$ cat config.mk
export PLATFORM = sky130hd
export DESIGN_NAME = key_value_table_flat
export DESIGN_NICKNAME = d
export VERILOG_FILES = /design/src/rtl/core/kvt_pkg.sv /design/src/rtl/core/kvt_req_if.sv /design/src/rtl/core/kvt_rsp_if.sv /design/src/rtl/core/kvt_ctrl.sv /design/src/rtl/core/kvt_dp.sv /design/src/rtl/core/key_value_table.sv /design/src/flat_wrapper.sv
export VERILOG_INCLUDE_DIRS = /design/src /design/src/rtl/core
export SDC_FILE = /design/constraint.sdc
export NUM_CORES = 1
export LEC_CHECK = 0
export BUFFER_PORTS_ARGS = -buffer_cell sky130_fd_sc_hd__buf_2
export CORE_ASPECT_RATIO = 1.25
export CORE_MARGIN = 3
export CORE_UTILIZATION = 35
export CTS_CLUSTER_DIAMETER = 150
export DETAILED_ROUTE_END_ITERATION = 12
export PLACE_DENSITY = 0.57
export SLEW_MARGIN = 40
export SYNTH_ARGS = -nofsm -noshare
export SYNTH_HDL_FRONTEND = slang
export SYNTH_HIERARCHICAL = 1
export SYNTH_SLANG_ARGS = --single-unit
$ cat constraint.sdc
create_clock -name clk -period 10.7 [get_ports clk]
set_input_delay 0 -clock clk [delete_from_list [all_inputs] [get_ports clk]]
set_output_delay 0 -clock clk [all_outputs]
set_load 0.01 [all_outputs]
$ cat src/rtl/core/key_value_table_assert.svh
// ---------------------------------------------------------------------------
// key_value_table assertion macros
// Concurrent checks on clk, disabled while rst_n is low.
// ---------------------------------------------------------------------------
`ifndef KEY_VALUE_TABLE_ASSERT_SVH
`define KEY_VALUE_TABLE_ASSERT_SVH

`ifndef SYNTHESIS

// Check a condition at every clock edge
`define KVT_ASSERT_ALWAYS(name, expr, msg) \
  name: assert property (@(posedge clk) disable iff (!rst_n) (expr)) else $error(msg);

// Check that cons holds in the cycle after ante
`define KVT_ASSERT_NEXT(name, ante, cons, msg) \
  name: assert property (@(posedge clk) disable iff (!rst_n) (ante) |=> (cons)) else $error(msg);

`else

`define KVT_ASSERT_ALWAYS(name, expr, msg)
`define KVT_ASSERT_NEXT(name, ante, cons, msg)

`endif

`endif

$ cat src/rtl/core/kvt_pkg.sv
// ---------------------------------------------------------------------------
// kvt_pkg
// Shared sizes, request and status codes, and controller/datapath structs.
// ---------------------------------------------------------------------------
`default_nettype none

package kvt_pkg;

  // Table size and field widths
  localparam int CAPACITY   = 16;
  localparam int VALUE_BITS = 32;
  localparam int KEY_BITS   = 32;
  localparam int DATA_BITS  = 32;
  localparam int IDX_BITS   = (CAPACITY > 1) ? $clog2(CAPACITY) : 1;

  localparam logic [IDX_BITS-1:0] LAST_IDX = IDX_BITS'(CAPACITY - 1);

  // Request kinds
  localparam logic [1:0] KIND_INSERT = 2'd0;
  localparam logic [1:0] KIND_REMOVE = 2'd1;
  localparam logic [1:0] KIND_LOOKUP = 2'd2;

  // Result status codes
  localparam logic [1:0] STATUS_DONE      = 2'd0;
  localparam logic [1:0] STATUS_PRESENT   = 2'd1;
  localparam logic [1:0] STATUS_FULL      = 2'd2;
  localparam logic [1:0] STATUS_NOT_FOUND = 2'd3;

  // Commands from the controller to the datapath
  typedef struct packed {
    logic                load;
    logic                rd_en;
    logic [IDX_BITS-1:0] rd_addr;
    logic                commit;
  } kvt_cmd_t;

  // Status from the datapath to the controller
  typedef struct packed {
    logic out_stall;
  } kvt_stat_t;

endpackage

`default_nettype wire

$ cat src/rtl/core/kvt_req_if.sv
// ---------------------------------------------------------------------------
// kvt_req_if
// Request channel: kind, key and value with a valid/ready handshake.
// ---------------------------------------------------------------------------
`default_nettype none

interface kvt_req_if;
  logic                                valid;
  logic                                ready;
  logic [1:0]                          kind;
  logic signed [kvt_pkg::KEY_BITS-1:0] key;
  logic [kvt_pkg::DATA_BITS-1:0]       value;

  modport source (output valid, output kind, output key, output value, input ready);
  modport sink   (input valid, input kind, input key, input value, output ready);
endinterface

`default_nettype wire

$ cat src/rtl/core/kvt_rsp_if.sv
// ---------------------------------------------------------------------------
// kvt_rsp_if
// Result channel: status and looked-up value with a valid/ready handshake.
// ---------------------------------------------------------------------------
`default_nettype none

interface kvt_rsp_if;
  logic                          valid;
  logic                          ready;
  logic [1:0]                    status;
  logic [kvt_pkg::DATA_BITS-1:0] value_out;

  modport source (output valid, output status, output value_out, input ready);
  modport sink   (input valid, input status, input value_out, output ready);
endinterface

`default_nettype wire

$ cat src/rtl/core/kvt_ctrl.sv
// ---------------------------------------------------------------------------
// kvt_ctrl
// Request sequencer: accept, scan every slot, drain the compare, commit.
// ---------------------------------------------------------------------------
`default_nettype none

module kvt_ctrl (
  input  wire logic               clk,
  input  wire logic               rst_n,
  kvt_req_if.sink                 in_req,
  input  wire kvt_pkg::kvt_stat_t stat,
  output kvt_pkg::kvt_cmd_t       cmd
);

  `include "key_value_table_assert.svh"

  typedef enum logic [1:0] {
    ST_IDLE,
    ST_SCAN,
    ST_DRAIN,
    ST_COMMIT
  } state_t;

  state_t                       state_r, state_nxt;
  logic [kvt_pkg::IDX_BITS-1:0] addr_r, addr_nxt;

  // Next state and scan address
  always_comb begin
    state_nxt = state_r;
    addr_nxt  = addr_r;
    unique case (state_r)
      ST_IDLE: begin
        if (in_req.valid) begin
          state_nxt = ST_SCAN;
          addr_nxt  = '0;
        end
      end
      ST_SCAN: begin
        if (addr_r == kvt_pkg::LAST_IDX) begin
          state_nxt = ST_DRAIN;
        end else begin
          addr_nxt = addr_r + 1'b1;
        end
      end
      ST_DRAIN: begin
        state_nxt = ST_COMMIT;
      end
      ST_COMMIT: begin
        if (!stat.out_stall) begin
          state_nxt = ST_IDLE;
        end
      end
      default: begin
        state_nxt = ST_IDLE;
      end
    endcase
  end

  // Hold state and scan address
  always_ff @(posedge clk) begin
    if (!rst_n) begin
      state_r <= ST_IDLE;
      addr_r  <= '0;
    end else begin
      state_r <= state_nxt;
      addr_r  <= addr_nxt;
    end
  end

  // Decode commands
  assign in_req.ready = (state_r == ST_IDLE);
  assign cmd.load     = (state_r == ST_IDLE) && in_req.valid;
  assign cmd.rd_en    = (state_r == ST_SCAN);
  assign cmd.rd_addr  = addr_r;
  assign cmd.commit   = (state_r == ST_COMMIT) && !stat.out_stall;

  `KVT_ASSERT_NEXT(a_accept_starts_scan, in_req.valid && in_req.ready,
                   cmd.rd_en && (cmd.rd_addr == '0), "scan did not start at slot zero")
  `KVT_ASSERT_NEXT(a_commit_returns_idle, cmd.commit, in_req.ready && !cmd.commit,
                   "controller not idle after commit")

endmodule

`default_nettype wire

$ cat src/rtl/core/kvt_dp.sv
// ---------------------------------------------------------------------------
// kvt_dp
// Table storage, key compare, free-slot search and result register.
// ---------------------------------------------------------------------------
`default_nettype none

module kvt_dp (
  input  wire logic                                clk,
  input  wire logic                                rst_n,
  input  wire kvt_pkg::kvt_cmd_t                   cmd,
  output kvt_pkg::kvt_stat_t                       stat,
  input  wire logic [1:0]                          req_kind,
  input  wire logic signed [kvt_pkg::KEY_BITS-1:0] req_key,
  input  wire logic [kvt_pkg::DATA_BITS-1:0]       req_value,
  kvt_rsp_if.source                                out_rsp
);

  `include "key_value_table_assert.svh"

  localparam int IW = kvt_pkg::IDX_BITS;
  localparam int VW = kvt_pkg::VALUE_BITS;
  localparam int KW = kvt_pkg::KEY_BITS;
  localparam int DW = kvt_pkg::DATA_BITS;

  // Key and value storage, one write and one read port
  logic [KW-1:0] key_mem [kvt_pkg::CAPACITY];
  logic [VW-1:0] val_mem [kvt_pkg::CAPACITY];

  logic [kvt_pkg::CAPACITY-1:0] valid_r;

  // Latched request
  logic [1:0]    kind_r;
  logic [KW-1:0] key_r;
  logic [VW-1:0] value_r;

  // Read and compare stage
  logic [KW-1:0] rd_key_r;
  logic [VW-1:0] rd_val_r;
  logic [IW-1:0] cmp_idx_r;
  logic          cmp_en_r;

  // Scan results
  logic          hit_found_r;
  logic [IW-1:0] hit_idx_r;
  logic [VW-1:0] hit_val_r;
  logic          free_found_r;
  logic [IW-1:0] free_idx_r;

  // Result register
  logic          out_valid_r;
  logic [1:0]    status_r, status_nxt;
  logic [DW-1:0] value_out_r, value_out_nxt;

  logic          slot_valid;
  logic          key_match;
  logic          do_insert;
  logic          do_remove;
  logic [VW+DW-1:0] in_ext;
  logic [VW+DW-1:0] hit_ext;

  // Fit the request value to the stored width and back
  assign in_ext  = {{VW{1'b0}}, req_value};
  assign hit_ext = {{DW{1'b0}}, hit_val_r};

  assign slot_valid = valid_r[cmp_idx_r];
  assign key_match  = slot_valid && (rd_key_r == key_r);

  // Decide the outcome at commit
  always_comb begin
    do_insert     = 1'b0;
    do_remove     = 1'b0;
    status_nxt    = kvt_pkg::STATUS_DONE;
    value_out_nxt = '0;
    unique case (kind_r)
      kvt_pkg::KIND_INSERT: begin
        if (hit_found_r) begin
          status_nxt = kvt_pkg::STATUS_PRESENT;
        end else if (!free_found_r) begin
          status_nxt = kvt_pkg::STATUS_FULL;
        end else begin
          do_insert = 1'b1;
        end
      end
      kvt_pkg::KIND_REMOVE: begin
        if (hit_found_r) begin
          do_remove = 1'b1;
        end else begin
          status_nxt = kvt_pkg::STATUS_NOT_FOUND;
        end
      end
      kvt_pkg::KIND_LOOKUP: begin
        if (hit_found_r) begin
          value_out_nxt = hit_ext[DW-1:0];
        end else begin
          status_nxt = kvt_pkg::STATUS_NOT_FOUND;
        end
      end
      default: begin
        status_nxt = kvt_pkg::STATUS_DONE;
      end
    endcase
  end

  // Write on insert, read during the scan
  always_ff @(posedge clk) begin
    if (cmd.commit && do_insert) begin
      key_mem[free_idx_r] <= key_r;
      val_mem[free_idx_r] <= value_r;
    end
    if (cmd.rd_en) begin
      rd_key_r <= key_mem[cmd.rd_addr];
      rd_val_r <= val_mem[cmd.rd_addr];
    end
  end

  // Control state: valid bits, compare enable, scan flags, result valid
  always_ff @(posedge clk) begin
    if (!rst_n) begin
      valid_r      <= '0;
      cmp_en_r     <= 1'b0;
      hit_found_r  <= 1'b0;
      free_found_r <= 1'b0;
      out_valid_r  <= 1'b0;
    end else begin
      cmp_en_r <= cmd.rd_en;
      if (cmd.load) begin
        hit_found_r  <= 1'b0;
        free_found_r <= 1'b0;
      end else if (cmp_en_r) begin
        if (key_match) begin
          hit_found_r <= 1'b1;
        end
        if (!slot_valid) begin
          free_found_r <= 1'b1;
        end
      end
      if (cmd.commit && do_insert) begin
        valid_r[free_idx_r] <= 1'b1;
      end
      if (cmd.commit && do_remove) begin
        valid_r[hit_idx_r] <= 1'b0;
      end
      if (cmd.commit) begin
        out_valid_r <= 1'b1;
      end else if (out_rsp.ready) begin
        out_valid_r <= 1'b0;
      end
    end
  end

  // Payload: request latch, first hit and lowest free slot, result
  always_ff @(posedge clk) begin
    cmp_idx_r <= cmd.rd_addr;
    if (cmd.load) begin
      kind_r  <= req_kind;
      key_r   <= $unsigned(req_key);
      value_r <= in_ext[VW-1:0];
    end
    if (cmp_en_r && key_match && !hit_found_r) begin
      hit_idx_r <= cmp_idx_r;
      hit_val_r <= rd_val_r;
    end
    if (cmp_en_r && !slot_valid && !free_found_r) begin
      free_idx_r <= cmp_idx_r;
    end
    if (cmd.commit) begin
      status_r    <= status_nxt;
      value_out_r <= value_out_nxt;
    end
  end

  assign stat.out_stall    = out_valid_r && !out_rsp.ready;
  assign out_rsp.valid     = out_valid_r;
  assign out_rsp.status    = status_r;
  assign out_rsp.value_out = value_out_r;

  `KVT_ASSERT_NEXT(a_commit_shows_result, cmd.commit, out_valid_r,
                   "result not presented after commit")
  `KVT_ASSERT_ALWAYS(a_commit_when_free, !(cmd.commit && stat.out_stall),
                     "commit while result register is stalled")
  `KVT_ASSERT_ALWAYS(a_full_means_all_valid, !(cmd.commit && !free_found_r) || (&valid_r),
                     "no free slot found although a slot is empty")

endmodule

`default_nettype wire

$ cat src/rtl/core/key_value_table.sv
// A request is accepted, then every slot is scanned serially through the single read port
// of the key/value memory, the compare drains, and the result is registered at commit.
// A new request is not taken until the last one has committed.
// The next request is taken while a result waits; it holds at commit until that leaves.
// Reset (rst_n low, synchronous) empties the table at once; no clearing pass.
// ---------------------------------------------------------------------------
// key_value_table
// Fixed-capacity associative table: insert, remove and lookup of signed keys.
// ---------------------------------------------------------------------------
`default_nettype none

module key_value_table (
  input  wire logic clk,
  input  wire logic rst_n,
  kvt_req_if.sink   in_req,
  kvt_rsp_if.source out_rsp
);

  kvt_pkg::kvt_cmd_t  cmd;
  kvt_pkg::kvt_stat_t stat;

  // Sequencer
  kvt_ctrl u_ctrl (
    .clk    (clk),
    .rst_n  (rst_n),
    .in_req (in_req),
    .stat   (stat),
    .cmd    (cmd)
  );

  // Storage and compare
  kvt_dp u_dp (
    .clk       (clk),
    .rst_n     (rst_n),
    .cmd       (cmd),
    .stat      (stat),
    .req_kind  (in_req.kind),
    .req_key   (in_req.key),
    .req_value (in_req.value),
    .out_rsp   (out_rsp)
  );

endmodule

`default_nettype wire

$ cat src/flat_wrapper.sv
// flat-port wrapper written by rule: the top's interface ports become plain ports
module key_value_table_flat 
  (clk, rst_n, in_req_valid, in_req_kind, in_req_key, in_req_value, in_req_ready, out_rsp_valid, out_rsp_status, out_rsp_value_out, out_rsp_ready);
  kvt_req_if in_req_i ();
  kvt_rsp_if out_rsp_i ();
  input  wire logic clk;
  input  wire logic rst_n;
  input wire logic [$bits(in_req_i.valid)-1:0] in_req_valid;
  input wire logic [$bits(in_req_i.kind)-1:0] in_req_kind;
  input wire logic [$bits(in_req_i.key)-1:0] in_req_key;
  input wire logic [$bits(in_req_i.value)-1:0] in_req_value;
  output wire logic [$bits(in_req_i.ready)-1:0] in_req_ready;
  output wire logic [$bits(out_rsp_i.valid)-1:0] out_rsp_valid;
  output wire logic [$bits(out_rsp_i.status)-1:0] out_rsp_status;
  output wire logic [$bits(out_rsp_i.value_out)-1:0] out_rsp_value_out;
  input wire logic [$bits(out_rsp_i.ready)-1:0] out_rsp_ready;
  assign in_req_i.valid = in_req_valid;
  assign in_req_i.kind = in_req_kind;
  assign in_req_i.key = in_req_key;
  assign in_req_i.value = in_req_value;
  assign in_req_ready = in_req_i.ready;
  assign out_rsp_valid = out_rsp_i.valid;
  assign out_rsp_status = out_rsp_i.status;
  assign out_rsp_value_out = out_rsp_i.value_out;
  assign out_rsp_i.ready = out_rsp_ready;
  key_value_table u_core (.clk(clk), .rst_n(rst_n), .in_req(in_req_i), .out_rsp(out_rsp_i));
endmodule
==> Word-level counts from Yosys, hierarchy flattened <==
Memory sizes are Yosys's and may differ from the RTL's. A register that Yosys moved wholly into a read port is not among the register bits.
Cells that the tools add are included.
{ "totals": {"out_inout_bits": 36, "mem_bits_rw": 1024, "mem_count": 2, "regBits": 170, "wordCells": 97} }
{ "mem_list": {"columns": ["name", "words", "word_bits", "read_ports", "rd_ports_with_merged_regs", "write_ports", "line_no", "text"], "rows": [
  ["u_core.u_dp.key_mem", 16, 32, 1, 1, 1, "kvt_dp.sv:26", "logic [KW-1:0] key_mem [kvt_pkg::CAPACITY];"],
  ["u_core.u_dp.val_mem", 16, 32, 1, 1, 1, "kvt_dp.sv:27", "logic [VW-1:0] val_mem [kvt_pkg::CAPACITY];"]
]} }
{ "classes": {"bitwise_logic": 5, "muxes": 29, "order_cmp": 5, "n_eq_ne": 11, "reduce_logical": 28, "add_sub_neg": 1} }
{ "ops": {"columns": ["cell", "count"], "rows": [
  ["16-bit two-way mux", 3],
  ["32-bit equality test", 1],
  ["16-bit AND", 1],
  ["16-bit inverter", 1],
  ["16-bit OR", 1],
  ["4-bit by 5-bit less-than comparator with 1-bit output, second input constant", 3],
  ["1-bit logical AND", 12],
  ["1-bit two-way mux", 12],
  ["2-bit two-way mux", 6],
  ["1-bit demux with 4-bit select", 2],
  ["4-bit by 1-bit >= comparator with 1-bit output, second input constant", 2],
  ["4-bit two-way mux", 2],
  ["2-bit one-hot mux with 4 select lines", 1],
  ["4-bit one-hot mux with 2 select lines", 1],
  ["2-bit equality test, second input constant", 3],
  ["2-bit inequality test, second input constant", 3],
  ["2-bit AND reduction", 3],
  ["3-bit AND reduction", 2],
  ["1-bit logical NOT", 5],
  ["4-bit by 1-bit adder with 4-bit output, second input constant", 1],
  ["1-bit binary-select mux with 4-bit select", 1],
  ["2-bit by 1-bit equality test with 1-bit output, second input constant", 2],
  ["4-bit equality test, second input constant", 1],
  ["2-bit logical NOT", 2],
  ["5 further kinds", 8]
]} }

==> Longest topological paths before layout <==
Gate-level depths: netlist of the first run.
{ "depth": {"word_depth": 9, "mapped_depth": 7, "mapped_depth_nobuf": 7} }

==> By module <==
Netlist of the first run, hierarchy kept.
{ "by_module_without_submodules": {"columns": ["module", "cells_per_inst", "area_each_um2", "instances", "seq_area_each_um2"], "rows": [
  ["kvt_dp", 1814, 46268.1, 1, 37355.8],
  ["kvt_ctrl", 45, 411.6, 1, 120.1]
]} }

==> Worst setup path after synthesis of the first run <==
OpenSTA, ideal clock, no wires.
{ "synth_timing": {"path_type": "reg2reg", "startpoint": "register u_core.u_ctrl.state_r[1]", "endpoint": "register u_core/u_dp/valid_r[0] in the netlist's numbering", "stages_incl_launch_ff": 7, "setup_time_ps": 78, "required_ps": 10622, "setup_slack_ps": 2621, "period_less_slack_ps": 8079, "arrival_ps": 8001, "cell_sequence": "dfxtp_1 ha_1 nor2b_1 nand4b_1 or3_1 nor3_1 o221a_2"} }
{ "synth_rtl": {"columns": ["element", "line_no", "text"], "rows": [
  ["start: declaration", "kvt_ctrl.sv:24", "state_t state_r, state_nxt;"],
  ["start signal: assignment", "kvt_ctrl.sv:65", "state_r <= state_nxt;"],
  ["end signal: assignment", "kvt_dp.sv:119", "valid_r <= '0;"],
  ["end signal: indexed assignment", "kvt_dp.sv:138", "valid_r[free_idx_r] <= 1'b1;"],
  ["end signal: indexed assignment", "kvt_dp.sv:141", "valid_r[hit_idx_r] <= 1'b0;"],
  ["end: declaration", "kvt_dp.sv:29", "logic [kvt_pkg::CAPACITY-1:0] valid_r;"]
]} }

==> impl_metrics.json, run 1 <==
{
  "routed_wl_um": 106900,
  "layout_setup_ws_ps": 6311,
  "drv_slew": 0,
  "wl_per_cell_um": 26.63,
  "grt_pass1_wl_um": 156400,
  "startpoint_type": "register",
  "synth-edff-count": 1228,
  "synth_area_sq_um": 46680,
  "post-place-ws_ps": 6315,
  "critPathArrivalTime_ps": 4730,
  "power.internal_mw": 8.958,
  "cts_tree": "built",
  "core_area_sq_um": 132200,
  "critical_path.top_delay_family": "buffers and inverters",
  "die_w_um": 332.6,
  "hold_path_class": "in2reg",
  "synthCells": 1859,
  "num_rows": 149,
  "setup_viol": 0,
  "cp_num_cells": 8,
  "path_max_fanout": 37,
  "cp-end-kind": "register",
  "cts_setup_buffers": 0,
  "layout-drive-gt1-share": 0.3060,
  "clk_latency_ps": 730,
  "cts.htree.levels": 3,
  "drc": 0,
  "post-route-period-util": 0.4102,
  "antenna_found_initial": 3,
  "area.growth.synth_to_final_pct": 17.58,
  "grt_pass1_vias": 22220,
  "reg2reg_depth": 8,
  "rsz0062_at_grt": "no",
  "synth_fa_ha_area_frac": 0.002412,
  "ioPinCount": 106,
  "fin_crit_ps": 4389,
  "post-route-util": 0.4153,
  "cts_resized": 0,
  "cp.required_ps": 11040,
  "synth_nets": 1938,
  "worstSetupPathType": "reg2reg",
  "cp.buffers_inverters": 3,
  "start_util": 0.3532,
  "p_leak_nw": 16.83,
  "drtIter0Drc": 1890,
  "nets": 2260,
  "synth_top_area_share": 0.7900,
  "dieArea_sq_um": 137800,
  "firstDrtPassIters": 5,
  "worst_path_largest_cell_delay_ps": 650,
  "synth_ff_type": "edfxtp_1",
  "clk_pin_slew_ps": 60,
  "io_buffers": 105,
  "vias": 20750,
  "postRouteAntennaNets": 0,
  "holdPathStages": 2,
  "ir_worst_vdd_mv": 0.1629,
  "setup_tns_ps": 0,
  "fmax_mhz": 227.8,
  "synth_xor_area_frac": 0.006004,
  "postLayoutCellArea_sq_um": 54890,
  "slew_headroom": 0.4554,
  "track_usage": 0.1559,
  "yosys.area.top_type": "edfxtp_1",
  "synth-seq-cells": 1258,
  "yosysSeqAreaShare": 0.8028,
  "ys_warn_count": 6,
  "grt_max_degree": 65,
  "numCtsBuffers": 116,
  "swShare": 0.2332,
  "async_flop_share": 0,
  "synth.area.mux_share": 0.1576,
  "gp_congestion": 0.7208,
  "finalClockSkew_ps": 33.32,
  "overflow": 0,
  "cap_violations": 0,
  "synth_top_family_by_area": "multiplexers",
  "cts-root-buf": "clkbuf_16",
  "powerDensity_nw_per_um2": 212.8,
  "hold_violations": 0,
  "dp_hpwl_um": 58690,
  "path_cells": "ha_1 -> nor2b_4 -> buf_4 -> nand4b_1 -> or3_1 -> nor2_4 -> buf_4 -> buf_4",
  "p_comb_frac": 0.102,
  "ys_types": 40,
  "cts_hold_buffers": 128,
  "vias_per_cell": 5.168,
  "synth-compound-area-share": 0.006165,
  "synthSimpleGateAreaFrac": 0.01295,
  "synth_area_leaders": "edfxtp_1 (79%), mux4_2 (16%), dfxtp_1 (1.3%), buf_6 (0.65%), xnor2_1 (0.58%)",
  "power.total_mw": 11.68,
  "clockBufferDepth": 3,
  "worst_slew_pin_slew_ps": 815.0,
  "cts_sinks": 1258,
  "p_sw_mw": 2.724,
  "avgSynthCellArea_sq_um": 25.11,
  "clockPowerShare": 0.371,
  "placed_cell_area_sq_um": 49560,
  "path_common_cell": "buf_4",
  "status": "complete, no violations",
  "cp_slowest_cell": "nor2_4",
  "fp.dieH_um": 414.3,
  "seqPwrFrac": 0.527
}
==> worst paths after layout <==
| check | slack, ps | startpoint | endpoint |
|---|---|---|---|
| max | 6310 | u_core/u_ctrl/state_r[0]$_SDFFE_PN0P_ | u_core/u_dp/key_mem[6][16]$_DFFE_PP_ |
| min | 50 | in_req_key[15] | u_core/u_dp/key_r[15]$_DFFE_PP_ |
| max reg2reg | 6310 | u_core/u_ctrl/state_r[0]$_SDFFE_PN0P_ | u_core/u_dp/key_mem[6][16]$_DFFE_PP_ |
| min reg2reg | 420 | u_core/u_dp/rd_val_r[21]$_DFFE_PP_ | u_core/u_dp/hit_val_r[21]$_DFFE_PP_ |
==> worst register-to-register path: stages, from the launching register on <==
cell,delay [ps]
dfxtp_1,420
ha_1,240
nor2b_4,160
buf_4,570
nand4b_1,310
or3_1,530
nor2_4,650
buf_4,550
buf_4,570
==> cell usage after synthesis, types with 3 or more instances <==
cell type,n
nand3b_1,3
nor2b_1,4
or3_1,4
nor3_1,7
nand2b_1,8
mux4_2,324
clkbuf_1,32
ha_1,9
mux2i_1,6
dfxtp_1,30
xnor2_1,31
o221a_2,15
inv_1,10
and3_1,33
a21oi_1,4
nor2_1,18
nand4_1,10
nand3_1,6
nand2_1,8
edfxtp_1,1228
buf_1,18
buf_6,27
==> stage by stage <==
stage / std cells / hold WS, ps
floorplan: 1859 / 98.87
global placement: 3663 / 176.8
detailed placement: 3670 / 178.1
CTS: 4013 / 11.72
global route: 4014 / 35.87
finish: 4015 / 46.41
==> area by class of cell <==
type                    count  area [sq um]
clock inverters            83         999.7
flip-flops and latches   1258         37490
diodes                      1         2.502
repair buffers            285          2377
inverters                  10         37.54
multi-input cells         510          8801
well taps                1736          2172
clock buffers             132          3005
fillers                 11250         77290
==> logic make-up after synthesis <==
family | count (synthesis)
flops | 1258
mux | 330
simple gates | 108
buf+inv | 91
xor+xnor | 32
compound gates | 31
fa+ha+maj | 9
==> registers in the layout, summed over array words and instances (netlist names), 2 cells and up <==
name,flops
u_core/u_dp/rd_val_r,32
u_core/u_dp/value_r,32
u_core/u_dp/hit_val_r,32
u_core/u_dp/out_rsp.value_out,32
u_core/u_dp/out_rsp.status,2
u_core/u_ctrl/state_r,2
u_core/u_dp/key_r,32
u_core/u_ctrl/addr_r,4
u_core/u_dp/rd_key_r,32
u_core/u_dp/valid_r,16
u_core/u_dp/hit_idx_r,4
u_core/u_dp/val_mem,512
u_core/u_dp/cmp_idx_r,4
u_core/u_dp/kind_r,2
u_core/u_dp/free_idx_r,4
u_core/u_dp/key_mem,512
==> routing by layer <==
layer  up-vias  GRT usage  wire length [um]
li1       8662          -                 -
met4         0    0.04669              2542
met1     11360     0.1944             42410
met3       140    0.02556              4908
met5         -          0                 0
met2       585     0.2785             57050
==> power by group through the flow <==
stage                     sequential (mW)  combinational (mW)  clock, mW
after CTS                            6.16                1.24       4.44
final                                6.16                1.19       4.33
after detailed placement             6.27                1.20          0
after global placement               6.27                1.14          0
after global routing                 6.20                1.29       4.64
after floorplan                      6.13               0.890          0
==> cells in the final DEF (no fill, tap or decap), types with 17 or more instances in the layout <==
| master | instances |
|---|---|
| clkbuf_16 | 118 |
| and3_1 | 33 |
| clkinv_1 | 32 |
| dfxtp_1 | 25 |
| buf_2 | 105 |
| mux4_2 | 324 |
| buf_4 | 27 |
| edfxtp_1 | 1228 |
| bufinv_16 | 21 |
| buf_6 | 17 |
| dlygate4sd3_1 | 128 |
| xnor2_1 | 31 |
| clkinv_2 | 17 |
Note: power is estimated with default switching activity, not from simulation.
==> run 2: changes to the inputs <==
--- a/config.mk
+++ b/config.mk
@@ -6,13 +6,14 @@
 export SDC_FILE = /design/constraint.sdc
 export NUM_CORES = 1
 export LEC_CHECK = 0
+export ABC_AREA = 1
 export BUFFER_PORTS_ARGS = -buffer_cell sky130_fd_sc_hd__buf_2
 export CORE_ASPECT_RATIO = 1.25
 export CORE_MARGIN = 3
 export CORE_UTILIZATION = 35
 export CTS_CLUSTER_DIAMETER = 150
 export DETAILED_ROUTE_END_ITERATION = 12
-export PLACE_DENSITY = 0.57
+export PLACE_DENSITY = 0.58
 export SLEW_MARGIN = 40
 export SYNTH_ARGS = -nofsm -noshare
 export SYNTH_HDL_FRONTEND = slang
==> constraint.sdc (replaced) <==
create_clock -name clk -period 3.71 [get_ports clk]
set_input_delay 0 -clock clk [delete_from_list [all_inputs] [get_ports clk]]
set_output_delay 0 -clock clk [all_outputs]
set_load 0.01 [all_outputs]
==> impl_metrics.json, run 2 <==
{
  "status": "complete, no violations",
  "vias_per_cell": 5.004,
  "drv_slew": 0,
  "holdPathStages": 2,
  "area.growth.synth_to_final_pct": 17.27,
  "overflow": 0,
  "setup_viol": 0,
  "synth.area.mux_share": 0.05167,
  "cts_sinks": 1258,
  "worstSetupPathType": "reg2reg",
  "finalClockSkew_ps": 33.52,
  "synth_fa_ha_area_frac": 0.002271,
  "cts-root-buf": "clkbuf_16",
  "hold_violations": 0,
  "gp_congestion": 0.8275,
  "postRouteAntennaNets": 0,
  "fill_cells": 12540,
  "ir_worst_vdd_mv": 0.4353,
  "cts_tree": "built",
  "vias": 28150,
  "drtIter0Drc": 2489,
  "antenna_found_initial": 9,
  "synthSimpleGateAreaFrac": 0.03658,
  "firstDrtPassIters": 5,
  "grt_max_degree": 119,
  "seq_area_sq_um": 37490,
  "nets": 3736,
  "post-place-ws_ps": 1013,
  "yosysSeqAreaShare": 0.7557,
  "synth-compound-area-share": 0.1019,
  "grt_pass1_wl_um": 178300,
  "rsz0062_at_grt": "no",
  "synth_xor_area_frac": 0.001413,
  "ys_types": 36,
  "min-delay-start": "in_req_key[18]",
  "synthCells": 3398,
  "powerDensity_nw_per_um2": 635.0,
  "most-common-layout-cells": "edfxtp_1 (1228), inv_1 (372), a21oi_1 (258), mux2i_1 (256), o211ai_1 (252)",
  "cts_resized": 0,
  "avgSynthCellArea_sq_um": 14.60,
  "synth_nets": 3477,
  "start_util": 0.3544,
  "layout_commonest_cell": "edfxtp_1",
  "dp_hpwl_um": 62830,
  "hold_path_class": "in2reg",
  "synth_commonest_cells": "edfxtp_1 (1228), inv_1 (373), a21oi_1 (258)",
  "r2r-start": "u_core/u_ctrl/addr_r[2]$_SDFFE_PN0P_",
  "yosys.area.top_type": "edfxtp_1",
  "synth_top_family_by_area": "compound AO/OA/AOI/OAI gates",
  "clk_pin_slew_ps": 60,
  "path_max_fanout": 41,
  "p_leak_nw": 19.72,
  "drc": 0,
  "fp.dieH_um": 426.9,
  "fin_crit_ps": 3103,
  "grt_pass1_vias": 27480,
  "ioPinCount": 106,
  "num_rows": 153,
  "async_flop_share": 0,
  "core_area_sq_um": 139900,
  "clk_latency_ps": 770,
  "reg_top3": "u_core/u_dp/key_mem: 512 flops, u_core/u_dp/val_mem: 512 flops",
  "startpoint_type": "register",
  "wl_per_cell_um": 21.43,
  "clockBufferDepth": 3,
  "post-route-period-util": 0.8363,
  "synth_area_leaders": "edfxtp_1 (74%), mux2i_1 (5.2%), o211ai_1 (3.8%), inv_1 (2.8%), a21oi_1 (2.6%)",
  "routed_wl_um": 120500,
  "synth_ff_type": "edfxtp_1",
  "numCtsBuffers": 131,
  "holdPathEnd": "u_core/u_dp/key_r[18]$_DFFE_PP_",
  "synth-edff-count": 1228,
  "r2r_end": "u_core/u_ctrl/addr_r[1]$_SDFFE_PN0P_",
  "synth-seq-cells": 1258,
  "die_w_um": 342.7,
  "synth_area_sq_um": 49590,
  "fmax_mhz": 322.3,
  "cp-end-kind": "register",
  "io_buffers": 105,
  "cp.required_ps": 4410,
  "r2r_slack_ps": 610,
  "cap_violations": 0,
  "cts.htree.levels": 4,
  "slew_headroom": 0.4495,
  "critPathArrivalTime_ps": 3810,
  "dieArea_sq_um": 146300,
  "track_usage": 0.1638,
  "layout_setup_ws_ps": 607.2,
  "reg2reg_depth": 9,
  "ys_warn_count": 6,
  "multi_input_area_sq_um": 9769,
  "synth_top_area_share": 0.7435,
  "setup_tns_ps": 0,
  "synth.most_common_cell": "edfxtp_1",
  "layout-drive-gt1-share": 0.1164,
  "worst_slew_pin_slew_ps": 825.7
}
==> run 2: changes by cell type in the layout (fill, tap and decap cells not counted), moves of 33 or more <==
cell	previous run	this run
a21oi_1	4	258
mux4_2	324	0
and3_1	33	0
nand3_1	6	96
o211ai_1	1	252
nand2_1	8	191
inv_1	10	372
o21ai_0	2	146
o21ai_1	0	181
mux2i_1	6	256
nor2_1	5	99
==> run 2: metal layers <==
layer	GRT usage	vias up	wire length [um]
li1	-	13080	-
met1	0.2117	14090	51170
met2	0.2786	772	59590
met3	0.02948	200	6564
met4	0.05323	6	3182
met5	0	-	40
==> run 2: cell families (layout without fill, tap and decap cells) <==
| logic type | Yosys count | count (layout) |
|---|---|---|
| xor gates and xnor gates | 8 | 8 |
| AOI/OAI and AO/OA | 864 | 864 |
| and+or+nand+nor | 431 | 431 |
| DFF | 1258 | 1258 |
| adders and majority gates | 9 | 9 |
| other | 0 | 1 |
| buffers and inverters | 572 | 938 |
| muxes | 256 | 256 |
==> run 2: worst max-delay path by stage <==
stage	depth (start not counted)	slack (ps)	endpoint	from
after floorplan	7	30	u_core/u_dp/key_mem[11][0]$_DFFE_PP_	u_core/u_ctrl/state_r[0]$_SDFFE_PN0P_
after global placement	11	1080	u_core/u_dp/hit_val_r[11]$_DFFE_PP_	u_core/u_dp/key_r[31]$_DFFE_PP_
after detailed placement	8	1010	u_core/u_dp/key_mem[11][12]$_DFFE_PP_	u_core/u_ctrl/state_r[0]$_SDFFE_PN0P_
after CTS	9	600	u_core/u_ctrl/addr_r[1]$_SDFFE_PN0P_	u_core/u_ctrl/addr_r[2]$_SDFFE_PN0P_
after global routing	9	430	u_core/u_ctrl/addr_r[1]$_SDFFE_PN0P_	u_core/u_ctrl/addr_r[2]$_SDFFE_PN0P_
final	9	610	u_core/u_ctrl/addr_r[1]$_SDFFE_PN0P_	u_core/u_ctrl/addr_r[2]$_SDFFE_PN0P_
==> run 2: critical path, cell delays in order (launching register included) <==
cell and delay (ps):
dfxtp_4 760, buf_4 570, nand2_1 90, nand2_1 140, nand3_4 120, nand3_1 90, nand2_1 50, dlygate4sd3_1 570
nor2_1 90, dlygate4sd3_1 540
==> run 2: where the power goes <==
| group | total (mW) | leakage (nW) | switching [mW] | internal, mW |
|---|---|---|---|---|
| registers | 17.8 | 11.3 | 0.854 | 17.0 |
| logic | 6.16 | 6.30 | 3.95 | 2.20 |
| clock network | 12.9 | 2.07 | 5.58 | 7.36 |
| total | 36.9 | 19.7 | 10.4 | 26.5 |
==> run 2: stage by stage <==
stage	instances	area, sq um	hold WS (ps)	power, mW	util
3_3_place_gp	5257	52630	178.3	24.17	0.3761
4_1_cts	5624	58150	0.2595	37.32	0.4156
3_5_place_dp	5257	52640	178.1	24.23	0.3761
2_1_floorplan	3398	49720	98.87	22.19	-
6_report	5625	58160	20.57	36.93	0.4156
5_1_grt	5624	58150	10.47	38.56	0.4156
==> run 2: final cells by class <==
type / count / area share
Antenna cell: 1 / 0.00004303
Multi-Input combinational cell: 1568 / 0.1680
Clock inverter: 75 / 0.01284
Tap cell: 1860 / 0.04002
Sequential cell: 1258 / 0.6447
Timing Repair Buffer: 314 / 0.04922
Clock buffer: 165 / 0.06020
Inverter: 384 / 0.02504
==> run 2: what timing repair did <==
action | CTS | global route
hold endpoints to repair | 92 | 0
hold buffers | 127 | 0
buffers inserted | 0 | 0
